## src/design/hex_digit_shift_echo_top_macros.svh

```systemverilog
// Assertion macros shared by the hex digit shift echo design files.
`ifndef HEX_DIGIT_SHIFT_ECHO_TOP_MACROS_SVH
`define HEX_DIGIT_SHIFT_ECHO_TOP_MACROS_SVH
`ifndef NO_ASSERTIONS
`define HDSE_ASSERT_ALWAYS(label, clk, rst, cond) \
   label: assert property (@(posedge clk) disable iff (rst) (cond)) \
      else $error("hdse: invariant violated");
`define HDSE_ASSERT_IMPLY(label, clk, rst, ante, cons) \
   label: assert property (@(posedge clk) disable iff (rst) (ante) |-> (cons)) \
      else $error("hdse: implication violated");
`else
`define HDSE_ASSERT_ALWAYS(label, clk, rst, cond)
`define HDSE_ASSERT_IMPLY(label, clk, rst, ante, cons)
`endif
`endif

```

## src/design/hdse_pkg.sv

```systemverilog
// Shared types, character constants and helpers of the hex digit shift echo block.
package hdse_pkg;

   localparam logic KIND_CHAR = 1'b0;
   localparam logic KIND_KEY  = 1'b1;

   localparam logic [7:0] ASCII_ZERO = 8'h30;
   localparam logic [7:0] ASCII_NINE = 8'h39;
   localparam logic [7:0] ASCII_A    = 8'h61;
   localparam logic [7:0] ASCII_F    = 8'h66;
   localparam logic [7:0] ASCII_CR   = 8'h0d;
   localparam logic [7:0] ASCII_LF   = 8'h0a;
   localparam logic [7:0] STATUS_BYTE = 8'h00;

   // Control part of one queued command.
   typedef struct packed {
      logic is_line;
      logic mode_led;
   } cmd_ctrl_type;

   function automatic logic [7:0] hex_char(input logic [3:0] v);
      logic [7:0] r;
      if (v <= 4'd9) begin
         r = ASCII_ZERO + {4'd0, v};
      end else begin
         r = ASCII_A + {4'd0, v} - 8'd10;
      end
      return r;
   endfunction

endpackage

```

## src/design/hdse_front.sv

```systemverilog
// Front end: accepts items, updates digits and mode, queues echo commands.
module hdse_front #(
   parameter int DIGIT_COUNT = 4
) (
   input  logic                       clock,
   input  logic                       reset,
   input  logic                       req_valid,
   output logic                       req_stall,
   input  logic                       req_kind,
   input  logic [7:0]                 req_char_code,
   input  logic                       req_key_level,
   output logic                       push_valid,
   input  logic                       push_full,
   output hdse_pkg::cmd_ctrl_type     push_ctrl,
   output logic [4*DIGIT_COUNT-1:0]   push_digits
);
   import hdse_pkg::*;

   localparam int DW = 4 * DIGIT_COUNT;

   logic [DW-1:0] digits_ff, digits_in;
   logic          prev_key_ff, prev_key_in;
   logic          insert_left_ff, insert_left_in;

   logic       accept;
   logic       is_key;
   logic       rising;
   logic       char_ok;
   logic [3:0] nibble;

   always_comb begin
      char_ok = 1'b0;
      nibble  = 4'd0;
      if (req_char_code >= ASCII_ZERO && req_char_code <= ASCII_NINE) begin
         char_ok = 1'b1;
         nibble  = 4'(req_char_code - ASCII_ZERO);
      end else if (req_char_code >= ASCII_A && req_char_code <= ASCII_F) begin
         char_ok = 1'b1;
         nibble  = 4'(req_char_code - ASCII_A) + 4'd10;
      end
   end

   assign req_stall = push_full;
   assign accept    = req_valid && !push_full;
   assign is_key    = (req_kind == KIND_KEY);
   assign rising    = req_key_level && !prev_key_ff;

   always_comb begin
      digits_in      = digits_ff;
      prev_key_in    = prev_key_ff;
      insert_left_in = insert_left_ff;
      if (accept) begin
         if (is_key) begin
            prev_key_in = req_key_level;
            if (rising) begin
               insert_left_in = !insert_left_ff;
            end
         end else if (char_ok) begin
            // Digit 0 sits in the low nibble; the first position is digit 0.
            if (insert_left_ff) begin
               digits_in = {digits_ff[DW-5:0], nibble};
            end else begin
               digits_in = {nibble, digits_ff[DW-1:4]};
            end
         end
      end
   end

   assign push_valid        = accept && (is_key ? rising : char_ok);
   assign push_ctrl.is_line  = !is_key;
   assign push_ctrl.mode_led = insert_left_in;
   assign push_digits        = digits_in;

   always_ff @(posedge clock) begin
      if (reset) begin
         digits_ff      <= '0;
         prev_key_ff    <= 1'b0;
         insert_left_ff <= 1'b0;
      end else begin
         digits_ff      <= digits_in;
         prev_key_ff    <= prev_key_in;
         insert_left_ff <= insert_left_in;
      end
   end

endmodule

```

## src/design/hdse_fifo.sv

```systemverilog
// Two-entry command queue between the front end and the back end.
`include "hex_digit_shift_echo_top_macros.svh"
module hdse_fifo #(
   parameter int WIDTH = 18
) (
   input  logic             clock,
   input  logic             reset,
   input  logic             push_valid,
   output logic             push_full,
   input  logic [WIDTH-1:0] push_data,
   output logic             pop_valid,
   input  logic             pop_ready,
   output logic [WIDTH-1:0] pop_data
);
   import hdse_pkg::*;

   logic [WIDTH-1:0] mem_ff [2];
   logic             wr_ptr_ff, wr_ptr_in;
   logic             rd_ptr_ff, rd_ptr_in;
   logic [1:0]       count_ff, count_in;

   assign push_full = (count_ff == 2'd2);
   assign pop_valid = (count_ff != 2'd0);
   assign pop_data  = mem_ff[rd_ptr_ff];

   always_comb begin
      wr_ptr_in = push_valid ? !wr_ptr_ff : wr_ptr_ff;
      rd_ptr_in = pop_ready ? !rd_ptr_ff : rd_ptr_ff;
      case ({push_valid, pop_ready})
         2'b10:   count_in = count_ff + 2'd1;
         2'b01:   count_in = count_ff - 2'd1;
         default: count_in = count_ff;
      endcase
   end

   always_ff @(posedge clock) begin
      if (reset) begin
         wr_ptr_ff <= 1'b0;
         rd_ptr_ff <= 1'b0;
         count_ff  <= 2'd0;
      end else begin
         wr_ptr_ff <= wr_ptr_in;
         rd_ptr_ff <= rd_ptr_in;
         count_ff  <= count_in;
      end
   end

   always_ff @(posedge clock) begin
      if (push_valid) begin
         mem_ff[wr_ptr_ff] <= push_data;
      end
   end

   `HDSE_ASSERT_ALWAYS(a_count_range, clock, reset, count_ff <= 2'd2)
   `HDSE_ASSERT_IMPLY(a_no_overflow, clock, reset, push_valid, !push_full)
   `HDSE_ASSERT_IMPLY(a_no_underflow, clock, reset, pop_ready, pop_valid)

endmodule

```

## src/design/hdse_back.sv

```systemverilog
// Back end: expands queued commands into echo line bytes or a status result.
`include "hex_digit_shift_echo_top_macros.svh"
module hdse_back #(
   parameter int DIGIT_COUNT = 4
) (
   input  logic                     clock,
   input  logic                     reset,
   input  logic                     cmd_valid,
   output logic                     cmd_pop,
   input  hdse_pkg::cmd_ctrl_type   cmd_ctrl,
   input  logic [4*DIGIT_COUNT-1:0] cmd_digits,
   output logic                     rsp_valid,
   input  logic                     rsp_stall,
   output logic [7:0]               rsp_out_byte,
   output logic                     rsp_byte_valid,
   output logic                     rsp_last,
   output logic                     rsp_mode_led
);
   import hdse_pkg::*;

   localparam int IDX_W = $clog2(DIGIT_COUNT + 2);
   localparam int DIG_W = $clog2(DIGIT_COUNT);
   localparam logic [IDX_W-1:0] CR_IDX   = IDX_W'(DIGIT_COUNT);
   localparam logic [IDX_W-1:0] LAST_IDX = IDX_W'(DIGIT_COUNT + 1);

   logic             busy_ff, busy_in;
   cmd_ctrl_type     ctrl_ff;
   logic [3:0]       digits_ff [DIGIT_COUNT];
   logic [3:0]       cmd_dig [DIGIT_COUNT];
   logic [IDX_W-1:0] idx_ff, idx_in;

   logic       rsp_valid_ff, rsp_valid_in;
   logic [7:0] rsp_out_byte_ff;
   logic       rsp_byte_valid_ff;
   logic       rsp_last_ff;
   logic       rsp_mode_led_ff;

   logic       out_free;
   logic       advance;
   logic       finish;
   logic [7:0] sel_byte;
   logic       sel_byte_valid;
   logic       sel_last;

   always_comb begin
      for (int i = 0; i < DIGIT_COUNT; i++) begin
         cmd_dig[i] = cmd_digits[4*i +: 4];
      end
   end

   assign out_free = !rsp_valid_ff || !rsp_stall;
   assign advance  = busy_ff && out_free;
   assign finish   = advance && (!ctrl_ff.is_line || idx_ff == LAST_IDX);
   assign cmd_pop  = cmd_valid && (!busy_ff || finish);

   always_comb begin
      if (!ctrl_ff.is_line) begin
         sel_byte       = STATUS_BYTE;
         sel_byte_valid = 1'b0;
         sel_last       = 1'b1;
      end else if (idx_ff == LAST_IDX) begin
         sel_byte       = ASCII_LF;
         sel_byte_valid = 1'b1;
         sel_last       = 1'b1;
      end else if (idx_ff == CR_IDX) begin
         sel_byte       = ASCII_CR;
         sel_byte_valid = 1'b1;
         sel_last       = 1'b0;
      end else begin
         sel_byte       = hex_char(digits_ff[idx_ff[DIG_W-1:0]]);
         sel_byte_valid = 1'b1;
         sel_last       = 1'b0;
      end
   end

   always_comb begin
      busy_in = busy_ff;
      idx_in  = idx_ff;
      if (cmd_pop) begin
         busy_in = 1'b1;
         idx_in  = '0;
      end else if (finish) begin
         busy_in = 1'b0;
      end else if (advance) begin
         idx_in = idx_ff + IDX_W'(1);
      end
      if (advance) begin
         rsp_valid_in = 1'b1;
      end else if (out_free) begin
         rsp_valid_in = 1'b0;
      end else begin
         rsp_valid_in = rsp_valid_ff;
      end
   end

   always_ff @(posedge clock) begin
      if (reset) begin
         busy_ff      <= 1'b0;
         idx_ff       <= '0;
         rsp_valid_ff <= 1'b0;
      end else begin
         busy_ff      <= busy_in;
         idx_ff       <= idx_in;
         rsp_valid_ff <= rsp_valid_in;
      end
   end

   always_ff @(posedge clock) begin
      if (cmd_pop) begin
         ctrl_ff   <= cmd_ctrl;
         digits_ff <= cmd_dig;
      end
      if (advance) begin
         rsp_out_byte_ff   <= sel_byte;
         rsp_byte_valid_ff <= sel_byte_valid;
         rsp_last_ff       <= sel_last;
         rsp_mode_led_ff   <= ctrl_ff.mode_led;
      end
   end

   assign rsp_valid      = rsp_valid_ff;
   assign rsp_out_byte   = rsp_out_byte_ff;
   assign rsp_byte_valid = rsp_byte_valid_ff;
   assign rsp_last       = rsp_last_ff;
   assign rsp_mode_led   = rsp_mode_led_ff;

   `HDSE_ASSERT_IMPLY(a_idx_range, clock, reset, busy_ff, idx_ff <= LAST_IDX)
   `HDSE_ASSERT_IMPLY(a_status_single, clock, reset, busy_ff && !ctrl_ff.is_line, idx_ff == '0)
   `HDSE_ASSERT_IMPLY(a_status_last, clock, reset, rsp_valid_ff && !rsp_byte_valid_ff, rsp_last_ff)

endmodule

```

## src/design/hex_digit_shift_echo_top.sv

```systemverilog
// A result-producing transaction passes the command queue and the back end's command register
// before its first result shows in the output register. A new transaction is accepted each cycle
// while the two-entry command queue has room; the result port delivers one result per cycle while
// the receiver does not stall; a digit line is DIGIT_COUNT + 2 results and a key status one.
// Reset clears the digits to zero, the key history and mode, the queue and the output valid flag.
module hex_digit_shift_echo_top #(
   parameter int DIGIT_COUNT = 4
) (
   input  logic       clock,
   input  logic       reset,
   input  logic       req_valid,
   output logic       req_stall,
   input  logic       req_kind,
   input  logic [7:0] req_char_code,
   input  logic       req_key_level,
   output logic       rsp_valid,
   input  logic       rsp_stall,
   output logic [7:0] rsp_out_byte,
   output logic       rsp_byte_valid,
   output logic       rsp_last,
   output logic       rsp_mode_led
);
   import hdse_pkg::*;

   localparam int DW   = 4 * DIGIT_COUNT;
   localparam int CMDW = $bits(cmd_ctrl_type) + DW;

   logic           push_valid;
   logic           push_full;
   cmd_ctrl_type   push_ctrl;
   logic [DW-1:0]  push_digits;
   logic           pop_valid;
   logic           pop_ready;
   logic [CMDW-1:0] pop_data;
   cmd_ctrl_type   pop_ctrl;
   logic [DW-1:0]  pop_digits;

   hdse_front #(.DIGIT_COUNT(DIGIT_COUNT)) u_front (
      .clock         (clock),
      .reset         (reset),
      .req_valid     (req_valid),
      .req_stall     (req_stall),
      .req_kind      (req_kind),
      .req_char_code (req_char_code),
      .req_key_level (req_key_level),
      .push_valid    (push_valid),
      .push_full     (push_full),
      .push_ctrl     (push_ctrl),
      .push_digits   (push_digits)
   );

   hdse_fifo #(.WIDTH(CMDW)) u_fifo (
      .clock      (clock),
      .reset      (reset),
      .push_valid (push_valid),
      .push_full  (push_full),
      .push_data  ({push_ctrl, push_digits}),
      .pop_valid  (pop_valid),
      .pop_ready  (pop_ready),
      .pop_data   (pop_data)
   );

   assign pop_ctrl   = pop_data[CMDW-1:DW];
   assign pop_digits = pop_data[DW-1:0];

   hdse_back #(.DIGIT_COUNT(DIGIT_COUNT)) u_back (
      .clock          (clock),
      .reset          (reset),
      .cmd_valid      (pop_valid),
      .cmd_pop        (pop_ready),
      .cmd_ctrl       (pop_ctrl),
      .cmd_digits     (pop_digits),
      .rsp_valid      (rsp_valid),
      .rsp_stall      (rsp_stall),
      .rsp_out_byte   (rsp_out_byte),
      .rsp_byte_valid (rsp_byte_valid),
      .rsp_last       (rsp_last),
      .rsp_mode_led   (rsp_mode_led)
   );

endmodule

```

## config.mk

```make
export PLATFORM = sky130hd
export DESIGN_NAME = hex_digit_shift_echo_top
export DESIGN_NICKNAME = d
export VERILOG_FILES = /design/src/design/hdse_pkg.sv /design/src/design/hdse_front.sv /design/src/design/hdse_fifo.sv /design/src/design/hdse_back.sv /design/src/design/hex_digit_shift_echo_top.sv
export VERILOG_INCLUDE_DIRS = /design/src /design/src/design
export SDC_FILE = /design/constraint.sdc
export NUM_CORES = 1
export LEC_CHECK = 0
export ABC_AREA = 1
export BUFFER_PORTS_ARGS = -buffer_cell sky130_fd_sc_hd__buf_2
export CAP_MARGIN = 0
export CORE_MARGIN = 4
export CORE_UTILIZATION = 45
export DETAILED_ROUTE_END_ITERATION = 6
export GPL_TIMING_DRIVEN = 0
export PLACE_DENSITY = 0.68
export SETUP_SLACK_MARGIN = 0.5
export SLEW_MARGIN = 20
export SYNTH_ARGS = -nofsm -noshare
export SYNTH_HDL_FRONTEND = slang
export SYNTH_HIERARCHICAL = 1
export SYNTH_SLANG_ARGS = --single-unit
```

## constraint.sdc

```tcl
create_clock -name clock -period 4.77 [get_ports clock]
set_clock_uncertainty 0.05 [all_clocks]
set_input_delay 0.477 -clock clock [delete_from_list [all_inputs] [get_ports clock]]
set_output_delay 0.477 -clock clock [all_outputs]
set_load 0.005 [all_outputs]
```

==> results by group <==
Outcome
  • Result of the run: finished clean

Route
  • Detailed router's first-iteration violation count: 90
  • Routed wl met2: 3710 µm
  • Routed wire length: 7160 µm
  • Via/cell ratio: 4.72
  • Count of unresolved DRC violations after routing: 0
  • M1 WL: 3150 µm
  • Initial DRT Pass Iterations: 4
  • Met3 wire length: 204 µm
  • Antenna-violating nets left: 0
  • Top metal layer carrying routed signals: met4
  • Routed via count: 2,753
  • Wire length per cell after detailed routing: 12.3 µm

Critical path
  • Setup crit start kind: input pin
  • Worst path required time: 4.69 ns
  • Cell Chain, Critical Path: buf_2, inv_1, ha_1, inv_1, nor2_1, nor2_1, nand2_1, nand2_2, nand2_4, nand2_4, buf_8, buf_12, nand2_1, nand2_1, inv_1
  • CP max stage delay: 0.55 ns
  • Worst setup path class: in -> reg
  • Worst path arrival time: 2.44 ns
  • Maximum fanout count along the critical path: 19
  • Cell type of the slowest stage on the worst timing path: sky130_fd_sc_hd__inv_1
  • Setup crit end kind: flop
  • Reg2Reg Setup Slack: 2.39 ns

Cells and area
  • Relative area change from synthesis to final layout: 11.6%
  • Non-filler instance count after layout: 583
  • Proportion of layout cells with a drive suffix above 1: 26.0%
  • Number of nets in the layout: 473
  • Antenna cells: 0
  • Final standard cell area without fillers: 0.00487 mm²

Pwr
  • Psw: 0.687 mW
  • Logic gate share of total power: 28.7%
  • Proportion of total power due to net switching: 30.9%
  • Leakage dissipation: 2.11 nW
  • Proportion of power drawn by the clock network: 22.5%
  • IR Drop Worst-Case VDD: 0.180 mV
  • Total power: 2.23 mW
  • Power Dens Cells: 458 mW/mm²
  • Part of the power in registers: 48.8%
  • Power Internal: 1.54 mW

Floorplan
  • Effective utilization at floorplan: 46.8%
  • Die footprint: 0.0113 mm²
  • Overall die height: 106 µm
  • Placeable core area: 0.00933 mm²
  • Die X: 106 µm
  • Cell row count: 35
  • IO Count: 27

Yosys
  • Post-synth EDFFs: 64
  • Ys async rst share: 0%
  • Area share of the largest cell type after synthesis: 44.1%
  • Largest area contributor in the synthesized netlist: sky130_fd_sc_hd__edfxtp_1
  • Number of library cell types mapped by synthesis: 38
  • Flip-flop cell with the highest count after synthesis: sky130_fd_sc_hd__edfxtp_1
  • Most common cell in the synthesized netlist: sky130_fd_sc_hd__nand2_1
  • Synthesized netlist cell count: 412
  • Yosys reg bits: 92
  • YS warnings: 6
  • Netlist area before placement: 0.00436 mm²
  • Top area cells in the synthesized netlist: sky130_fd_sc_hd__edfxtp_1 44%, sky130_fd_sc_hd__dfxtp_1 13%, sky130_fd_sc_hd__nand2_1 6.3%
  • Ranking of synthesized cells by instance count: 73 x sky130_fd_sc_hd__nand2_1, 64 x sky130_fd_sc_hd__edfxtp_1, 53 x sky130_fd_sc_hd__nor2_1
  • Fraction of the yosys area taken by sequential cells: 56.9%
  • Post-synth net total: 435
  • Avg Inst Size Synth: 10.6 µm²

Timing
  • Final TNS setup: 0 ns
  • Fmax: 0.398 GHz
  • Unrepaired setup endpoints after global routing: false
  • Final period utilization: 52.7%
  • Final count of pins violating max slew: 0
  • Headroom to the max-slew limit: 49.3%
  • Transition at the pin with the smallest max-transition slack: 0.760 ns
  • Number of endpoints failing setup at the final stage: 0
  • Minimum clock period: 2.51 ns
  • Final hold violation count: 0

GRT
  • Maximum number of pins on one net before global-route repair: 20
  • Initial antenna violation count: 0
  • Via count of the first global-routing pass: 2,658
  • Global-route wire length before repair: 12,300 µm
  • All-Layer GR Usage: 13.6%
  • Global route overflow: 0

CTS
  • Clock slew at reported path FFs: 0.09 ns
  • CTS Root Buffer Type: sky130_fd_sc_hd__clkbuf_8
  • Cts bufs inserted: 9
  • Hold bufs inserted after CTS: 0
  • Latest clock arrival within the worst-skew pair: 0.34 ns
  • Deepest level of the CTS H-tree: 3
  • Post-cts gate resize count: 0
  • CTS Sinks: 92
  • CTS Buffer Depth: 2
  • Post CTS Setup Buffer Count: 0
  • CTS tree: built

Placed design
  • Port Buf Inserts: 25
  • Placed Area: 0.00468 mm²
  • Weighted congestion reported at the end of routability-driven placement: 0.872
  • Half-perimeter wire length after detailed placement: 5370 µm
  • Placed insts: 568

Hold path
  • HP Class: in -> reg

Job
  • Number of max-capacitance violations reported: 0
layout make-up:
cell class	instances	area, µm²
Buffer	14	149
Clock buffer	9	124
Clock inverter	6	66.3
Fill cell	820	4460
Inverter	50	195
Multi-Input combinational cell	256	1540
Sequential cell	92	2480
Tap cell	129	161
Timing Repair Buffer	27	148
cell usage in the layout, fill, tap and decap left out, types with 2 or more instances in the layout:
| cell | netlist | final |
|---|---|---|
| sky130_fd_sc_hd__nand2_1 | 73 | 73 |
| sky130_fd_sc_hd__edfxtp_1 | 64 | 64 |
| sky130_fd_sc_hd__nor2_1 | 53 | 51 |
| sky130_fd_sc_hd__inv_1 | 48 | 48 |
| sky130_fd_sc_hd__dfxtp_1 | 28 | 28 |
| sky130_fd_sc_hd__buf_2 | 1 | 26 |
| sky130_fd_sc_hd__nand3_1 | 22 | 22 |
| sky130_fd_sc_hd__o21ai_0 | 12 | 12 |
| sky130_fd_sc_hd__clkbuf_8 | 1 | 10 |
| sky130_fd_sc_hd__nand2_4 | 10 | 10 |
| sky130_fd_sc_hd__mux2_4 | 10 | 10 |
| sky130_fd_sc_hd__ha_1 | 9 | 9 |
| sky130_fd_sc_hd__a21oi_1 | 8 | 8 |
| sky130_fd_sc_hd__a21oi_2 | 8 | 8 |
| sky130_fd_sc_hd__mux2_2 | 8 | 8 |
| sky130_fd_sc_hd__nor2_2 | 5 | 7 |
| sky130_fd_sc_hd__nand3_2 | 6 | 6 |
| sky130_fd_sc_hd__nand2_2 | 6 | 6 |
| sky130_fd_sc_hd__buf_6 | 3 | 5 |
| sky130_fd_sc_hd__buf_4 | 5 | 5 |
| sky130_fd_sc_hd__o21ai_1 | 5 | 5 |
| sky130_fd_sc_hd__xor2_1 | 4 | 4 |
| sky130_fd_sc_hd__clkinvlp_4 | 0 | 3 |
| sky130_fd_sc_hd__o21ai_2 | 3 | 3 |
| sky130_fd_sc_hd__or2_2 | 2 | 2 |
| sky130_fd_sc_hd__or2_1 | 2 | 2 |
| sky130_fd_sc_hd__buf_12 | 2 | 2 |
| sky130_fd_sc_hd__nor3_1 | 2 | 2 |
| sky130_fd_sc_hd__nand4_1 | 2 | 2 |
power groups by stage:
stage               combinational [mW]  sequential (mW)  clock (mW)
floorplan                        0.484             1.10           0
global placement                 0.606             1.11           0
detailed placement               0.645             1.11           0
CTS                              0.648             1.09       0.516
global route                     0.718             1.10       0.555
finish                           0.639             1.09       0.501
per-layer routing:
layer / track usage, % / up-vias
met2: 24.3 / 37
met1: 16.4 / 1288
met3: 1.70 / 10
met4: 5.84 / 0
li1: - / 1418
met5: 0 / -
cells by family (layout without fill, tap and decap cells):
group | count (synthesis) | in the layout | share of synthesized area, %
AO/OA/AOI/OAI | 38 | 38 | 5.39
AND/OR/NAND/NOR | 185 | 185 | 20.6
buffers and inverters | 64 | 106 | 7.89
other | 1 | 1 | 0.0860
multiplexers | 18 | 18 | 5.51
XOR/XNOR | 5 | 5 | 1.00
adder cells (fa/ha/maj) | 9 | 9 | 2.58
flip-flops | 92 | 92 | 56.9
worst paths after layout:
kind                    endpoint          startpoint  cells past startpoint
max          u_fifo/mem_ff[1][4]    req_char_code[0]                     15
min             u_back/rsp_valid               reset                      2
max reg2reg  u_fifo/mem_ff[1][4]  u_fifo/count_ff[0]                     10
min reg2reg  u_back/rsp_mode_led   u_back/ctrl_ff[0]                      0
stage by stage:
step	setup slack (ns)	hold WS [ns]	util, %
2_1_floorplan	1.94	0.350	-
3_3_place_gp	1.27	0.353	49.8
3_5_place_dp	1.87	0.355	50.1
4_1_cts	2.22	0.333	52.2
5_1_grt	2.03	0.354	52.2
6_report	2.26	0.349	52.2
state kept, by name (all words and copies together), names as in the netlist, named ones only:
register and cells:
u_fifo/mem_ff 36, u_back/digits_ff 16, u_front/digits_ff 16, u_back/rsp_out_byte 7, u_back/idx_ff 3, u_back/ctrl_ff 2
u_fifo/count_ff 2, u_back/busy_ff 1, u_back/rsp_byte_valid 1, u_back/rsp_last 1, u_back/rsp_mode_led 1, u_back/rsp_valid 1
u_fifo/rd_ptr_ff 1, u_fifo/wr_ptr_ff 1, u_front/insert_left_ff 1, u_front/prev_key_ff 1
worst max-delay path, delay by kind of cell:
family                   cells  cell delay, ns
adder cells (fa/ha/maj)      1            0.16
buffers and inverters        6            1.10
AND/OR/NAND/NOR              8            0.68
Power figures use the tool's default switching activity.
